### config.mk
export PLATFORM = sky130hd
export DESIGN_NAME = video_unit_cpu_register_port_flat
export DESIGN_NICKNAME = d
export VERILOG_FILES = /design/src/rtl/core/vucrp_pkg.sv /design/src/rtl/core/vucrp_ifs.sv /design/src/rtl/core/vucrp_in_stage.sv /design/src/rtl/core/vucrp_core.sv /design/src/rtl/core/video_unit_cpu_register_port.sv /design/src/flat_wrapper.sv
export SDC_FILE = /design/constraint.sdc
export NUM_CORES = 1
export LEC_CHECK = 0
export BUFFER_PORTS_ARGS = -buffer_cell sky130_fd_sc_hd__buf_2
export CAP_MARGIN = 20
export CORE_ASPECT_RATIO = 0.75
export CORE_MARGIN = 3
export CORE_UTILIZATION = 57
export CTS_CLUSTER_SIZE = 8
export DETAILED_ROUTE_END_ITERATION = 8
export PLACE_DENSITY = 0.8
export SLEW_MARGIN = 10
export SYNTH_ARGS = -nofsm -noshare
export SYNTH_HDL_FRONTEND = slang
export SYNTH_HIERARCHICAL = 1
export SYNTH_SLANG_ARGS = --single-unit
### constraint.sdc
create_clock -name clock -period 3.1 [get_ports clock]
set_input_delay 0.31 -clock clock [delete_from_list [all_inputs] [get_ports clock]]
set_output_delay 0.31 -clock clock [all_outputs]
set_load 0.02 [all_outputs]
### src/rtl/core/vucrp_pkg.sv
`default_nettype none

package vucrp_pkg;

   // Item kinds
   localparam logic [1:0] KIND_WRITE = 2'd0;
   localparam logic [1:0] KIND_READ  = 2'd1;
   localparam logic [1:0] KIND_FLAGS = 2'd2;

   // CPU register numbers
   localparam logic [2:0] REG_CONTROL = 3'd0;
   localparam logic [2:0] REG_MASK    = 3'd1;
   localparam logic [2:0] REG_STATUS  = 3'd2;
   localparam logic [2:0] REG_SCROLL  = 3'd5;
   localparam logic [2:0] REG_ADDRESS = 3'd6;
   localparam logic [2:0] REG_DATA    = 3'd7;

   // Address constants
   localparam logic [13:0] PALETTE_BASE = 14'h3F00;
   localparam logic [14:0] ROW_STEP     = 15'd32;
   localparam logic [14:0] COL_STEP     = 15'd1;

   // Status flag bits
   localparam int unsigned FLAG_VBLANK = 2;

   typedef struct packed {
      logic [1:0] kind;
      logic [2:0] reg_index;
      logic [7:0] write_value;
      logic [7:0] memory_byte;
      logic [2:0] new_flags;
   } req_item_type;

   typedef struct packed {
      logic [7:0]  read_value;
      logic        read_driven;
      logic        mem_write;
      logic [13:0] mem_address;
      logic [7:0]  mem_write_value;
      logic [14:0] current_address;
      logic [14:0] temporary_address;
      logic [2:0]  fine_scroll_x;
      logic [7:0]  control_value;
      logic [7:0]  mask_value;
   } rsp_item_type;

   // Handshake state of the input stage toward the core
   typedef struct packed {
      logic valid;
      logic advance;
   } stage_ctrl_type;

endpackage

`default_nettype wire

### src/rtl/core/vucrp_ifs.sv
`default_nettype none

interface vucrp_req_if;
   logic       valid;
   logic       ready;
   logic [1:0] kind;
   logic [2:0] reg_index;
   logic [7:0] write_value;
   logic [7:0] memory_byte;
   logic [2:0] new_flags;

   modport source (output valid, kind, reg_index, write_value, memory_byte, new_flags,
                   input ready);
   modport sink   (input valid, kind, reg_index, write_value, memory_byte, new_flags,
                   output ready);
endinterface

interface vucrp_rsp_if;
   logic        valid;
   logic        ready;
   logic [7:0]  read_value;
   logic        read_driven;
   logic        mem_write;
   logic [13:0] mem_address;
   logic [7:0]  mem_write_value;
   logic [14:0] current_address;
   logic [14:0] temporary_address;
   logic [2:0]  fine_scroll_x;
   logic [7:0]  control_value;
   logic [7:0]  mask_value;

   modport source (output valid, read_value, read_driven, mem_write, mem_address,
                   mem_write_value, current_address, temporary_address, fine_scroll_x,
                   control_value, mask_value,
                   input ready);
   modport sink   (input valid, read_value, read_driven, mem_write, mem_address,
                   mem_write_value, current_address, temporary_address, fine_scroll_x,
                   control_value, mask_value,
                   output ready);
endinterface

`default_nettype wire

### src/rtl/core/vucrp_in_stage.sv
`default_nettype none

module vucrp_in_stage (
   input  wire                          clock,
   input  wire                          reset,
   input  wire                          req_valid,
   output logic                         req_ready,
   input  wire vucrp_pkg::req_item_type req_item,
   input  wire                          advance,
   output logic                         item_valid,
   output vucrp_pkg::req_item_type      item
);

   logic                    valid_ff, valid_in;
   vucrp_pkg::req_item_type item_ff,  item_in;

   // Take a new item whenever the slot is empty or drains this cycle
   assign req_ready = !valid_ff || advance;

   always_comb begin
      valid_in = valid_ff;
      item_in  = item_ff;
      if (req_ready) begin
         valid_in = req_valid;
         item_in  = req_item;
      end
   end

   always_ff @(posedge clock) begin
      if (reset) begin
         valid_ff <= 1'b0;
      end else begin
         valid_ff <= valid_in;
      end
      item_ff <= item_in;
   end

   assign item_valid = valid_ff;
   assign item       = item_ff;

endmodule

`default_nettype wire

### src/rtl/core/vucrp_core.sv
`default_nettype none

module vucrp_core (
   input  wire                            clock,
   input  wire                            reset,
   input  wire vucrp_pkg::stage_ctrl_type ctrl,
   input  wire vucrp_pkg::req_item_type   item,
   output vucrp_pkg::rsp_item_type        result
);

   logic [7:0]  control_ff, control_in;
   logic [7:0]  mask_ff,    mask_in;
   logic [2:0]  flags_ff,   flags_in;
   logic [14:0] temp_ff,    temp_in;
   logic [14:0] cur_ff,     cur_in;
   logic [2:0]  finex_ff,   finex_in;
   logic        toggle_ff,  toggle_in;
   logic [7:0]  rbuf_ff,    rbuf_in;

   logic [14:0] cur_step;
   logic [13:0] access_addr;
   logic [7:0]  v;
   logic [7:0]  rval;
   logic        rdrv;
   logic        mwr;
   logic [13:0] maddr;
   logic [7:0]  mwval;

   // Step the current address by one column or one row
   assign cur_step    = cur_ff + (control_ff[2] ? vucrp_pkg::ROW_STEP : vucrp_pkg::COL_STEP);
   assign access_addr = cur_ff[13:0];
   assign v           = item.write_value;

   // Decode one item into next state and result fields
   always_comb begin
      control_in = control_ff;
      mask_in    = mask_ff;
      flags_in   = flags_ff;
      temp_in    = temp_ff;
      cur_in     = cur_ff;
      finex_in   = finex_ff;
      toggle_in  = toggle_ff;
      rbuf_in    = rbuf_ff;
      rval       = 8'd0;
      rdrv       = 1'b0;
      mwr        = 1'b0;
      maddr      = 14'd0;
      mwval      = 8'd0;
      unique case (item.kind)
         vucrp_pkg::KIND_WRITE: begin
            unique case (item.reg_index)
               vucrp_pkg::REG_CONTROL: begin
                  control_in     = v;
                  temp_in[11:10] = v[1:0];
               end
               vucrp_pkg::REG_MASK: begin
                  mask_in = v;
               end
               vucrp_pkg::REG_SCROLL: begin
                  if (toggle_ff) begin
                     temp_in[9:5]   = v[7:3];
                     temp_in[14:12] = v[2:0];
                  end else begin
                     temp_in[4:0] = v[7:3];
                     finex_in     = v[2:0];
                  end
                  toggle_in = !toggle_ff;
               end
               vucrp_pkg::REG_ADDRESS: begin
                  if (toggle_ff) begin
                     temp_in[7:0] = v;
                     cur_in       = {temp_ff[14:8], v};
                  end else begin
                     temp_in[13:8] = v[5:0];
                     temp_in[14]   = 1'b0;
                  end
                  toggle_in = !toggle_ff;
               end
               vucrp_pkg::REG_DATA: begin
                  mwr    = 1'b1;
                  maddr  = access_addr;
                  mwval  = v;
                  cur_in = cur_step;
               end
               default: begin
               end
            endcase
         end
         vucrp_pkg::KIND_READ: begin
            unique case (item.reg_index)
               vucrp_pkg::REG_STATUS: begin
                  rval                            = {flags_ff, 5'd0};
                  rdrv                            = 1'b1;
                  flags_in[vucrp_pkg::FLAG_VBLANK] = 1'b0;
                  toggle_in                       = 1'b0;
               end
               vucrp_pkg::REG_DATA: begin
                  maddr   = access_addr;
                  // Palette bytes bypass the read buffer
                  rval    = (access_addr >= vucrp_pkg::PALETTE_BASE) ? item.memory_byte
                                                                     : rbuf_ff;
                  rdrv    = 1'b1;
                  rbuf_in = item.memory_byte;
                  cur_in  = cur_step;
               end
               default: begin
               end
            endcase
         end
         vucrp_pkg::KIND_FLAGS: begin
            flags_in = item.new_flags;
         end
         default: begin
         end
      endcase
   end

   // Commit state only when the item moves into the result register
   always_ff @(posedge clock) begin
      if (reset) begin
         control_ff <= 8'd0;
         mask_ff    <= 8'd0;
         flags_ff   <= 3'd0;
         temp_ff    <= 15'd0;
         cur_ff     <= 15'd0;
         finex_ff   <= 3'd0;
         toggle_ff  <= 1'b0;
         rbuf_ff    <= 8'd0;
      end else if (ctrl.valid && ctrl.advance) begin
         control_ff <= control_in;
         mask_ff    <= mask_in;
         flags_ff   <= flags_in;
         temp_ff    <= temp_in;
         cur_ff     <= cur_in;
         finex_ff   <= finex_in;
         toggle_ff  <= toggle_in;
         rbuf_ff    <= rbuf_in;
      end
   end

   always_comb begin
      result.read_value        = rval;
      result.read_driven       = rdrv;
      result.mem_write         = mwr;
      result.mem_address       = maddr;
      result.mem_write_value   = mwval;
      result.current_address   = cur_in;
      result.temporary_address = temp_in;
      result.fine_scroll_x     = finex_in;
      result.control_value     = control_in;
      result.mask_value        = mask_in;
   end

endmodule

`default_nettype wire

### src/rtl/core/video_unit_cpu_register_port.sv
`default_nettype none

// CPU register port of a tile video unit with loopy scroll registers. Each item on
// req_chan is one CPU register write, one CPU register read, or a status flag update
// from the renderer, and gives exactly one item on rsp_chan. The block takes one item
// every clock when rsp_chan keeps up. An item waits in the input register until the
// result register is free or being emptied, then moves to the result register, from
// which it is offered on rsp_chan. Data reads present the current video memory byte
// with the request (memory_byte); the returned mem_address tells which address
// that byte belonged to. Control, mask, scroll and address state is reported after
// every item.
module video_unit_cpu_register_port (
   input  wire        clock,
   input  wire        reset,
   vucrp_req_if.sink  req_chan,
   vucrp_rsp_if.source rsp_chan
);

   vucrp_pkg::req_item_type   req_item;
   vucrp_pkg::req_item_type   item;
   vucrp_pkg::rsp_item_type   result;
   vucrp_pkg::rsp_item_type   rsp_data_ff, rsp_data_in;
   vucrp_pkg::stage_ctrl_type ctrl;
   logic                      rsp_valid_ff, rsp_valid_in;
   logic                      item_valid;
   logic                      advance;
   logic                      req_ready;

   assign req_item.kind        = req_chan.kind;
   assign req_item.reg_index   = req_chan.reg_index;
   assign req_item.write_value = req_chan.write_value;
   assign req_item.memory_byte = req_chan.memory_byte;
   assign req_item.new_flags   = req_chan.new_flags;
   assign req_chan.ready       = req_ready;

   // Move an item on when the result register is free or being emptied
   assign advance      = item_valid && (!rsp_valid_ff || rsp_chan.ready);
   assign ctrl.valid   = item_valid;
   assign ctrl.advance = advance;

   vucrp_in_stage u_in_stage (
      .clock      (clock),
      .reset      (reset),
      .req_valid  (req_chan.valid),
      .req_ready  (req_ready),
      .req_item   (req_item),
      .advance    (advance),
      .item_valid (item_valid),
      .item       (item)
   );

   vucrp_core u_core (
      .clock  (clock),
      .reset  (reset),
      .ctrl   (ctrl),
      .item   (item),
      .result (result)
   );

   // Result register
   always_comb begin
      rsp_valid_in = rsp_valid_ff;
      rsp_data_in  = rsp_data_ff;
      if (advance) begin
         rsp_valid_in = 1'b1;
         rsp_data_in  = result;
      end else if (rsp_chan.ready) begin
         rsp_valid_in = 1'b0;
      end
   end

   always_ff @(posedge clock) begin
      if (reset) begin
         rsp_valid_ff <= 1'b0;
      end else begin
         rsp_valid_ff <= rsp_valid_in;
      end
      rsp_data_ff <= rsp_data_in;
   end

   assign rsp_chan.valid             = rsp_valid_ff;
   assign rsp_chan.read_value        = rsp_data_ff.read_value;
   assign rsp_chan.read_driven       = rsp_data_ff.read_driven;
   assign rsp_chan.mem_write         = rsp_data_ff.mem_write;
   assign rsp_chan.mem_address       = rsp_data_ff.mem_address;
   assign rsp_chan.mem_write_value   = rsp_data_ff.mem_write_value;
   assign rsp_chan.current_address   = rsp_data_ff.current_address;
   assign rsp_chan.temporary_address = rsp_data_ff.temporary_address;
   assign rsp_chan.fine_scroll_x     = rsp_data_ff.fine_scroll_x;
   assign rsp_chan.control_value     = rsp_data_ff.control_value;
   assign rsp_chan.mask_value        = rsp_data_ff.mask_value;

endmodule

`default_nettype wire

### src/flat_wrapper.sv
// flat-port wrapper written by rule: the top's interface ports become plain ports
module video_unit_cpu_register_port_flat 
  (clock, reset, req_chan_valid, req_chan_kind, req_chan_reg_index, req_chan_write_value, req_chan_memory_byte, req_chan_new_flags, req_chan_ready, rsp_chan_valid, rsp_chan_read_value, rsp_chan_read_driven, rsp_chan_mem_write, rsp_chan_mem_address, rsp_chan_mem_write_value, rsp_chan_current_address, rsp_chan_temporary_address, rsp_chan_fine_scroll_x, rsp_chan_control_value, rsp_chan_mask_value, rsp_chan_ready);
  vucrp_req_if req_chan_i ();
  vucrp_rsp_if rsp_chan_i ();
  input  wire clock;
  input  wire reset;
  input wire logic [$bits(req_chan_i.valid)-1:0] req_chan_valid;
  input wire logic [$bits(req_chan_i.kind)-1:0] req_chan_kind;
  input wire logic [$bits(req_chan_i.reg_index)-1:0] req_chan_reg_index;
  input wire logic [$bits(req_chan_i.write_value)-1:0] req_chan_write_value;
  input wire logic [$bits(req_chan_i.memory_byte)-1:0] req_chan_memory_byte;
  input wire logic [$bits(req_chan_i.new_flags)-1:0] req_chan_new_flags;
  output wire logic [$bits(req_chan_i.ready)-1:0] req_chan_ready;
  output wire logic [$bits(rsp_chan_i.valid)-1:0] rsp_chan_valid;
  output wire logic [$bits(rsp_chan_i.read_value)-1:0] rsp_chan_read_value;
  output wire logic [$bits(rsp_chan_i.read_driven)-1:0] rsp_chan_read_driven;
  output wire logic [$bits(rsp_chan_i.mem_write)-1:0] rsp_chan_mem_write;
  output wire logic [$bits(rsp_chan_i.mem_address)-1:0] rsp_chan_mem_address;
  output wire logic [$bits(rsp_chan_i.mem_write_value)-1:0] rsp_chan_mem_write_value;
  output wire logic [$bits(rsp_chan_i.current_address)-1:0] rsp_chan_current_address;
  output wire logic [$bits(rsp_chan_i.temporary_address)-1:0] rsp_chan_temporary_address;
  output wire logic [$bits(rsp_chan_i.fine_scroll_x)-1:0] rsp_chan_fine_scroll_x;
  output wire logic [$bits(rsp_chan_i.control_value)-1:0] rsp_chan_control_value;
  output wire logic [$bits(rsp_chan_i.mask_value)-1:0] rsp_chan_mask_value;
  input wire logic [$bits(rsp_chan_i.ready)-1:0] rsp_chan_ready;
  assign req_chan_i.valid = req_chan_valid;
  assign req_chan_i.kind = req_chan_kind;
  assign req_chan_i.reg_index = req_chan_reg_index;
  assign req_chan_i.write_value = req_chan_write_value;
  assign req_chan_i.memory_byte = req_chan_memory_byte;
  assign req_chan_i.new_flags = req_chan_new_flags;
  assign req_chan_ready = req_chan_i.ready;
  assign rsp_chan_valid = rsp_chan_i.valid;
  assign rsp_chan_read_value = rsp_chan_i.read_value;
  assign rsp_chan_read_driven = rsp_chan_i.read_driven;
  assign rsp_chan_mem_write = rsp_chan_i.mem_write;
  assign rsp_chan_mem_address = rsp_chan_i.mem_address;
  assign rsp_chan_mem_write_value = rsp_chan_i.mem_write_value;
  assign rsp_chan_current_address = rsp_chan_i.current_address;
  assign rsp_chan_temporary_address = rsp_chan_i.temporary_address;
  assign rsp_chan_fine_scroll_x = rsp_chan_i.fine_scroll_x;
  assign rsp_chan_control_value = rsp_chan_i.control_value;
  assign rsp_chan_mask_value = rsp_chan_i.mask_value;
  assign rsp_chan_i.ready = rsp_chan_ready;
  video_unit_cpu_register_port u_core (.clock(clock), .reset(reset), .req_chan(req_chan_i), .rsp_chan(rsp_chan_i));
endmodule
# After elaboration in Yosys (flattened, before gate mapping)
# Cells that the tools add are included.
op_classes:
  n_addsub: 1
  magnitude_cmp: 1
  eq_ne: 9
  muxes: 31
  reduce_logical: 21
ops:
  columns: ["cell", "count"]
  rows:
  - ["one-hot mux 15 bit (2 select lines)", 2]
  - ["two-way mux 8 bit", 6]
  - ["two-way mux 15 bit", 3]
  - ["one-hot mux 10 bit (2 select lines)", 1]
  - ["one-hot mux 8 bit (2 select lines)", 1]
  - ["adder 15 bit", 1]
  - [">= comparator 14 bit, second input constant", 1]
  - ["two-way mux 3 bit", 4]
  - ["two-way mux 5 bit", 2]
  - ["== test 3 bit, second input constant", 3]
  - ["two-way mux 7 bit", 1]
  - ["two-way mux 1 bit", 6]
  - ["two-way mux 6 bit", 1]
  - ["one-hot mux 3 bit (2 select lines)", 1]
  - ["AND reduction 2 bit", 3]
  - ["AND reduction 3 bit", 2]
  - ["nonzero test 2 bit", 3]
  - ["OR reduction 2 bit", 3]
  - ["one-hot mux 1 bit (2 select lines)", 2]
  - ["one-hot mux 2 bit (2 select lines)", 1]
  - ["AND reduction 4 bit", 1]
  - ["== test 3 x 1 -> 1 bit, second input constant", 1]
  - ["== test 3 x 2 -> 1 bit, second input constant", 1]
  - ["zero test 1 bit", 3]
  - ["8 further kinds", 10]
totals:
  regBits: 168
  out_inout_bits: 83
  elab_cells: 89

# Logic depth before layout (Yosys ltp)
depth:
  depth_word: 5
  ltp_mapped: 9
  ltp_nobuf: 8

# Hierarchy
# The synthesis kept the hierarchy.
modules_own_cells:
  columns: ["module", "n_inst", "cells_per_inst", "area_per_inst_um2"]
  rows:
  - ["vucrp_core", 1, 618, 4550.6]
  - ["video_unit_cpu_register_port", 1, 86, 2487.4]
  - ["vucrp_in_stage", 1, 28, 767.0]

# Worst setup path after synthesis
# No wires, ideal clock.
synth_path:
  path_type: "reg-to-reg"
  startpoint: "reg u_core.rsp_valid_ff, in the netlist u_core/rsp_chan.valid"
  endpoint: "reg u_core.u_core.flags_ff[2]"
  setup_ns: 0.128
  arrival_time_ns: 2.216
  t_required_ns: 2.972
  path_slack_ns: 0.757
  stages_incl_launch_ff: 9
  cell_sequence: "dfxtp_1 nand2b_4 and2_4 and2_1 clkbuf_1 clkbuf_1 o21ai_0 a32oi_1 nor2_1"
synth_via:
  elab_chain_cells: 5
synth_lines:
  columns: ["element", "line_no", "source"]
  rows:
  - ["start, declared", "video_unit_cpu_register_port.sv:24", "logic rsp_valid_ff, rsp_valid_in;"]
  - ["start signal, assigned", "video_unit_cpu_register_port.sv:76", "rsp_valid_ff <= rsp_valid_in;"]
  - ["zero test 1 bit", "video_unit_cpu_register_port.sv:37", "assign advance = item_valid && (!rsp_valid_ff || rsp_chan.ready);"]
  - ["logical OR 1 bit", "video_unit_cpu_register_port.sv:37", null]
  - ["logical AND 1 bit", "video_unit_cpu_register_port.sv:37", null]
  - ["via u_core.advance", "video_unit_cpu_register_port.sv:26", "logic advance;"]
  - ["logical AND 1 bit", "vucrp_core.sv:129", "end else if (ctrl.valid && ctrl.advance) begin"]
  - ["AND reduction 3 bit (no source line)", null, null]
  - ["end signal, assigned", "vucrp_core.sv:132", "flags_ff <= flags_in;"]
  - ["end, declared", "vucrp_core.sv:13", "logic [2:0] flags_ff, flags_in;"]
# The timed path passes the listed nets, and every way through them passes these cells.
# A chain may end at the register's enable or synchronous reset.

# Worst setup path after layout
layout_path:
  startpoint: "reg u_core.u_in_stage.item_ff (netlist bit u_core/u_in_stage/item[19])"
  endpoint: "reg u_core.u_core.rbuf_ff[0]"
layout_via:
  elab_chain_cells: 2
layout_lines:
  columns: ["element", "line_no", "source"]
  rows:
  - ["start, declared", "vucrp_in_stage.sv:15", "vucrp_pkg::req_item_type item_ff, item_in;"]
  - ["start signal, assigned", "vucrp_in_stage.sv:35", "item_ff <= item_in;"]
  - ["== test 3 bit", "vucrp_core.sv:90", "unique case (item.reg_index)"]
  - ["AND reduction 3 bit (no source line)", null, null]
  - ["end signal, assigned", "vucrp_core.sv:137", "rbuf_ff <= rbuf_in;"]
  - ["end, declared", "vucrp_core.sv:18", "logic [7:0] rbuf_ff, rbuf_in;"]
# Every way passes these cells.

==> results.cfg <==
[cts]
cts_buffer_depth = 2
root_buffer = clkbuf_16
numCtsBuffers = 17
cts.repair.resized = 0
clock_sinks = 168
htreeDepth = 4
clkTransAtPathRegs_ns = 0.07
clkLatencyLatePin_ns = 0.42
cts_setup_buffers = 0
ctsHoldBuffers = 0
cts_tree = done

[synthesis]
synth.top_cells.by_count = edfxtp_1, nand2_1, nor2_1, dfxtp_1, a21oi_1
avgSynthCellArea_um2 = 10.66
syn_area_um2 = 7805
syn_nets = 763
synth-seq-area-share = 0.5656
synth_cell_types = 74
synth_edf_count = 105
postSynthCellCount = 732
yosysMostFrequentCell = edfxtp_1
synth_seq_cells = 168
synth_top_area_cell = edfxtp_1
synthFlopType = edfxtp_1
postSynth.asyncResetShare = 0
synth_warnings = 6
synth_top_cell_area_share = 0.4040
yosys-top-cells-area = edfxtp_1, dfxtp_1, nand2_1

[routing]
drtPass1Iterations = 7
via_per_inst = 6.376
drtIter0Drc = 1014
dr_total_vias = 6402
wirelength_um = 21330
ant_nets = 0
routedWlPerCell_um = 21.25
drc = 0

[worst_setup_path]
path_buf_inv = 0
crit_path_frequent_cell = nand2_1
worstSetupStartpointType = flop
end_kind = flop
crit_start = u_core/u_in_stage/item[19]
arrival_ns = 2.90
crit_type = flop to flop
crit_chain = and4b_1 > nand2_1 > nor2_1 > nand2_1 > a21oi_1
critPathMaxStageDelay_ns = 0.78
path_max_fanout = 21
worst_r2r_startpoint = u_core/u_in_stage/item[19]
cp.required_ns = 3.44
crit_slowest_cell = edfxtp_1
crit_family = simple AND/OR/NAND/NOR gates

[die]
die_w_um = 141.1
coreArea_um2 = 13200
die_height_um = 107.3
ios = 111
initial_utilization = 0.5914
num_rows = 36
die-area_um2 = 15150

[power]
totalPowerFinal_mw = 5.126
p_leak_nw = 3.328
ir_worst_vdd_mv = 0.4109
power_per_cell_area_nw_per_um2 = 570.6

[timing]
setup_viol = 0
finalHoldViolCount = 0
finalCriticalPeriod_ns = 2.562
rsz0062_at_grt = no
fmax_ghz = 0.3903
finClkSkew_ns = 0.01485
worstMarginPinSlew_ns = 0.7151
slew_headroom = 0.5233
drv_slew = 0
final.setup.tns_ns = 0
min_period_over_period = 0.8265

[cells_and_area]
multi_input_area_um2 = 3008
seq_area_um2 = 4414
fillers = 986
final_layout_size_suffix_gt1_frac = 0.2497
antennaDiodeCount = 0
fin_nets = 851
syn2layout_area_growth_pct = 15.10

[grt]
grt_use_total = 0.2830
overflow = 0
grt_pass1_vias = 6157
antenna_found_initial = 0
grt_max_degree = 57
grt_pass1_wl_um = 33280

[placement]
dp_hpwl_um = 14010
gp_congestion = 0.9938
portBuffers = 110

[hold_path]
hold_class = input pin to flop
hp-start = req_chan_memory_byte[0]

[run]
maxCapViolCount = 0

[run_status]
status = finished, final reports clean
[power breakdown]
group / leakage, nW / internal (mW) / switching [mW] / total [mW]
Combinational: 1.51 / 0.143 / 0.314 / 0.457
Clock: 0.277 / 1.14 / 0.951 / 2.10
Sequential: 1.54 / 2.48 / 0.0922 / 2.57
[layout make-up]
| cell class | count | area share |
|---|---|---|
| clock buffers | 18 | 0.04777 |
| flip-flops and latches | 168 | 0.4914 |
| well taps | 171 | 0.02382 |
| repair buffers | 128 | 0.07772 |
| multi-input cells | 489 | 0.3348 |
| inverters | 16 | 0.006685 |
| clock inverters | 14 | 0.01783 |
[cell families (layout without fill, tap and decap cells)]
| group | Yosys count | in the layout | share of synthesized area |
|---|---|---|---|
| mux | 31 | 31 | 0.04312 |
| fa+ha+maj | 3 | 3 | 0.004810 |
| compound gates | 183 | 183 | 0.1584 |
| simple gates | 272 | 272 | 0.1791 |
| flops | 168 | 168 | 0.5656 |
| buf+inv | 75 | 176 | 0.04905 |
[per-stage QoR]
| stage | setup WS (ns) | utilization | instance area, um^2 | instances | hold slack [ns] |
|---|---|---|---|---|---|
| after floorplan | 0.7568 | - | 7805 | 732 | 0.3724 |
| after global placement | 0.7037 | 0.6360 | 8394 | 972 | 0.4383 |
| after detailed placement | 0.6143 | 0.6360 | 8394 | 972 | 0.4470 |
| after CTS | 0.6135 | 0.6807 | 8984 | 1004 | 0.05143 |
| after global routing | 0.3830 | 0.6807 | 8984 | 1004 | 0.04284 |
| final | 0.5378 | 0.6807 | 8984 | 1004 | 0.06443 |
[worst paths after layout]
check	to	slack, ns	cells past startpoint
max	u_core/u_core/rbuf_ff[0]	0.54	5
min	u_core/u_in_stage/item[3]	0.06	1
max reg2reg	u_core/u_core/rbuf_ff[0]	0.54	5
min reg2reg	u_core/u_core/mask_ff[3]	0.46	2
[worst reg2reg max path, cell delays in order, from the launching register on]
cell and delay (ns):
edfxtp_1 0.78, and4b_1 0.59, nand2_1 0.29, nor2_1 0.53
nand2_1 0.15, a21oi_1 0.16
[flip-flops by register name, summed over array words and instances, names as in the netlist, 3 cells and up]
register	flops
u_core/rsp_chan.read_value	8
u_core/rsp_chan.temporary_address	15
u_core/u_in_stage/item	24
u_core/u_core/flags_ff	3
u_core/rsp_chan.current_address	15
u_core/rsp_chan.mask_value	8
u_core/u_core/cur_ff	15
u_core/rsp_chan.mem_write_value	8
u_core/u_core/finex_ff	3
u_core/u_core/mask_ff	8
u_core/rsp_chan.control_value	8
u_core/u_core/rbuf_ff	8
u_core/u_core/temp_ff	15
u_core/rsp_chan.mem_address	14
u_core/rsp_chan.fine_scroll_x	3
u_core/u_core/control_ff	8
[cell usage in the layout, fill, tap and decap left out, types with 4 or more instances in the layout]
cell       synthesis  layout
buf_2             13     110
edfxtp_1         105     105
nand2_1           90      90
nor2_1            68      68
dfxtp_1           63      63
a21oi_1           49      49
o21ai_0           25      25
nand3_1           22      22
mux2_2            21      21
clkbuf_16          0      17
buf_4             14      17
and3_1            16      16
and2_1            16      16
inv_1             13      13
a211oi_1          13      13
o22ai_1           13      13
a22oi_1           12      12
mux2i_1           10      10
o21a_1             9       9
nor3_1             9       9
nand4_1            7       7
o31ai_1            6       6
nor2b_1            5       5
a31oi_1            5       5
o211ai_1           5       5
inv_6              0       4
nand3_2            4       4
o21ai_1            4       4
a32oi_1            4       4
o2bb2ai_1          4       4
[routing by layer]
layer	part of all wire	global-route usage	wire length (um)	up-vias
met5	0	0	0	-
met1	0.41	0.4001	8851	3087
li1	-	-	-	2871
met2	0.46	0.4429	9809	392
met3	0.11	0.06572	2308	52
met4	0.017	0.07469	364	0
Note: power is estimated with default switching activity, not from simulation.
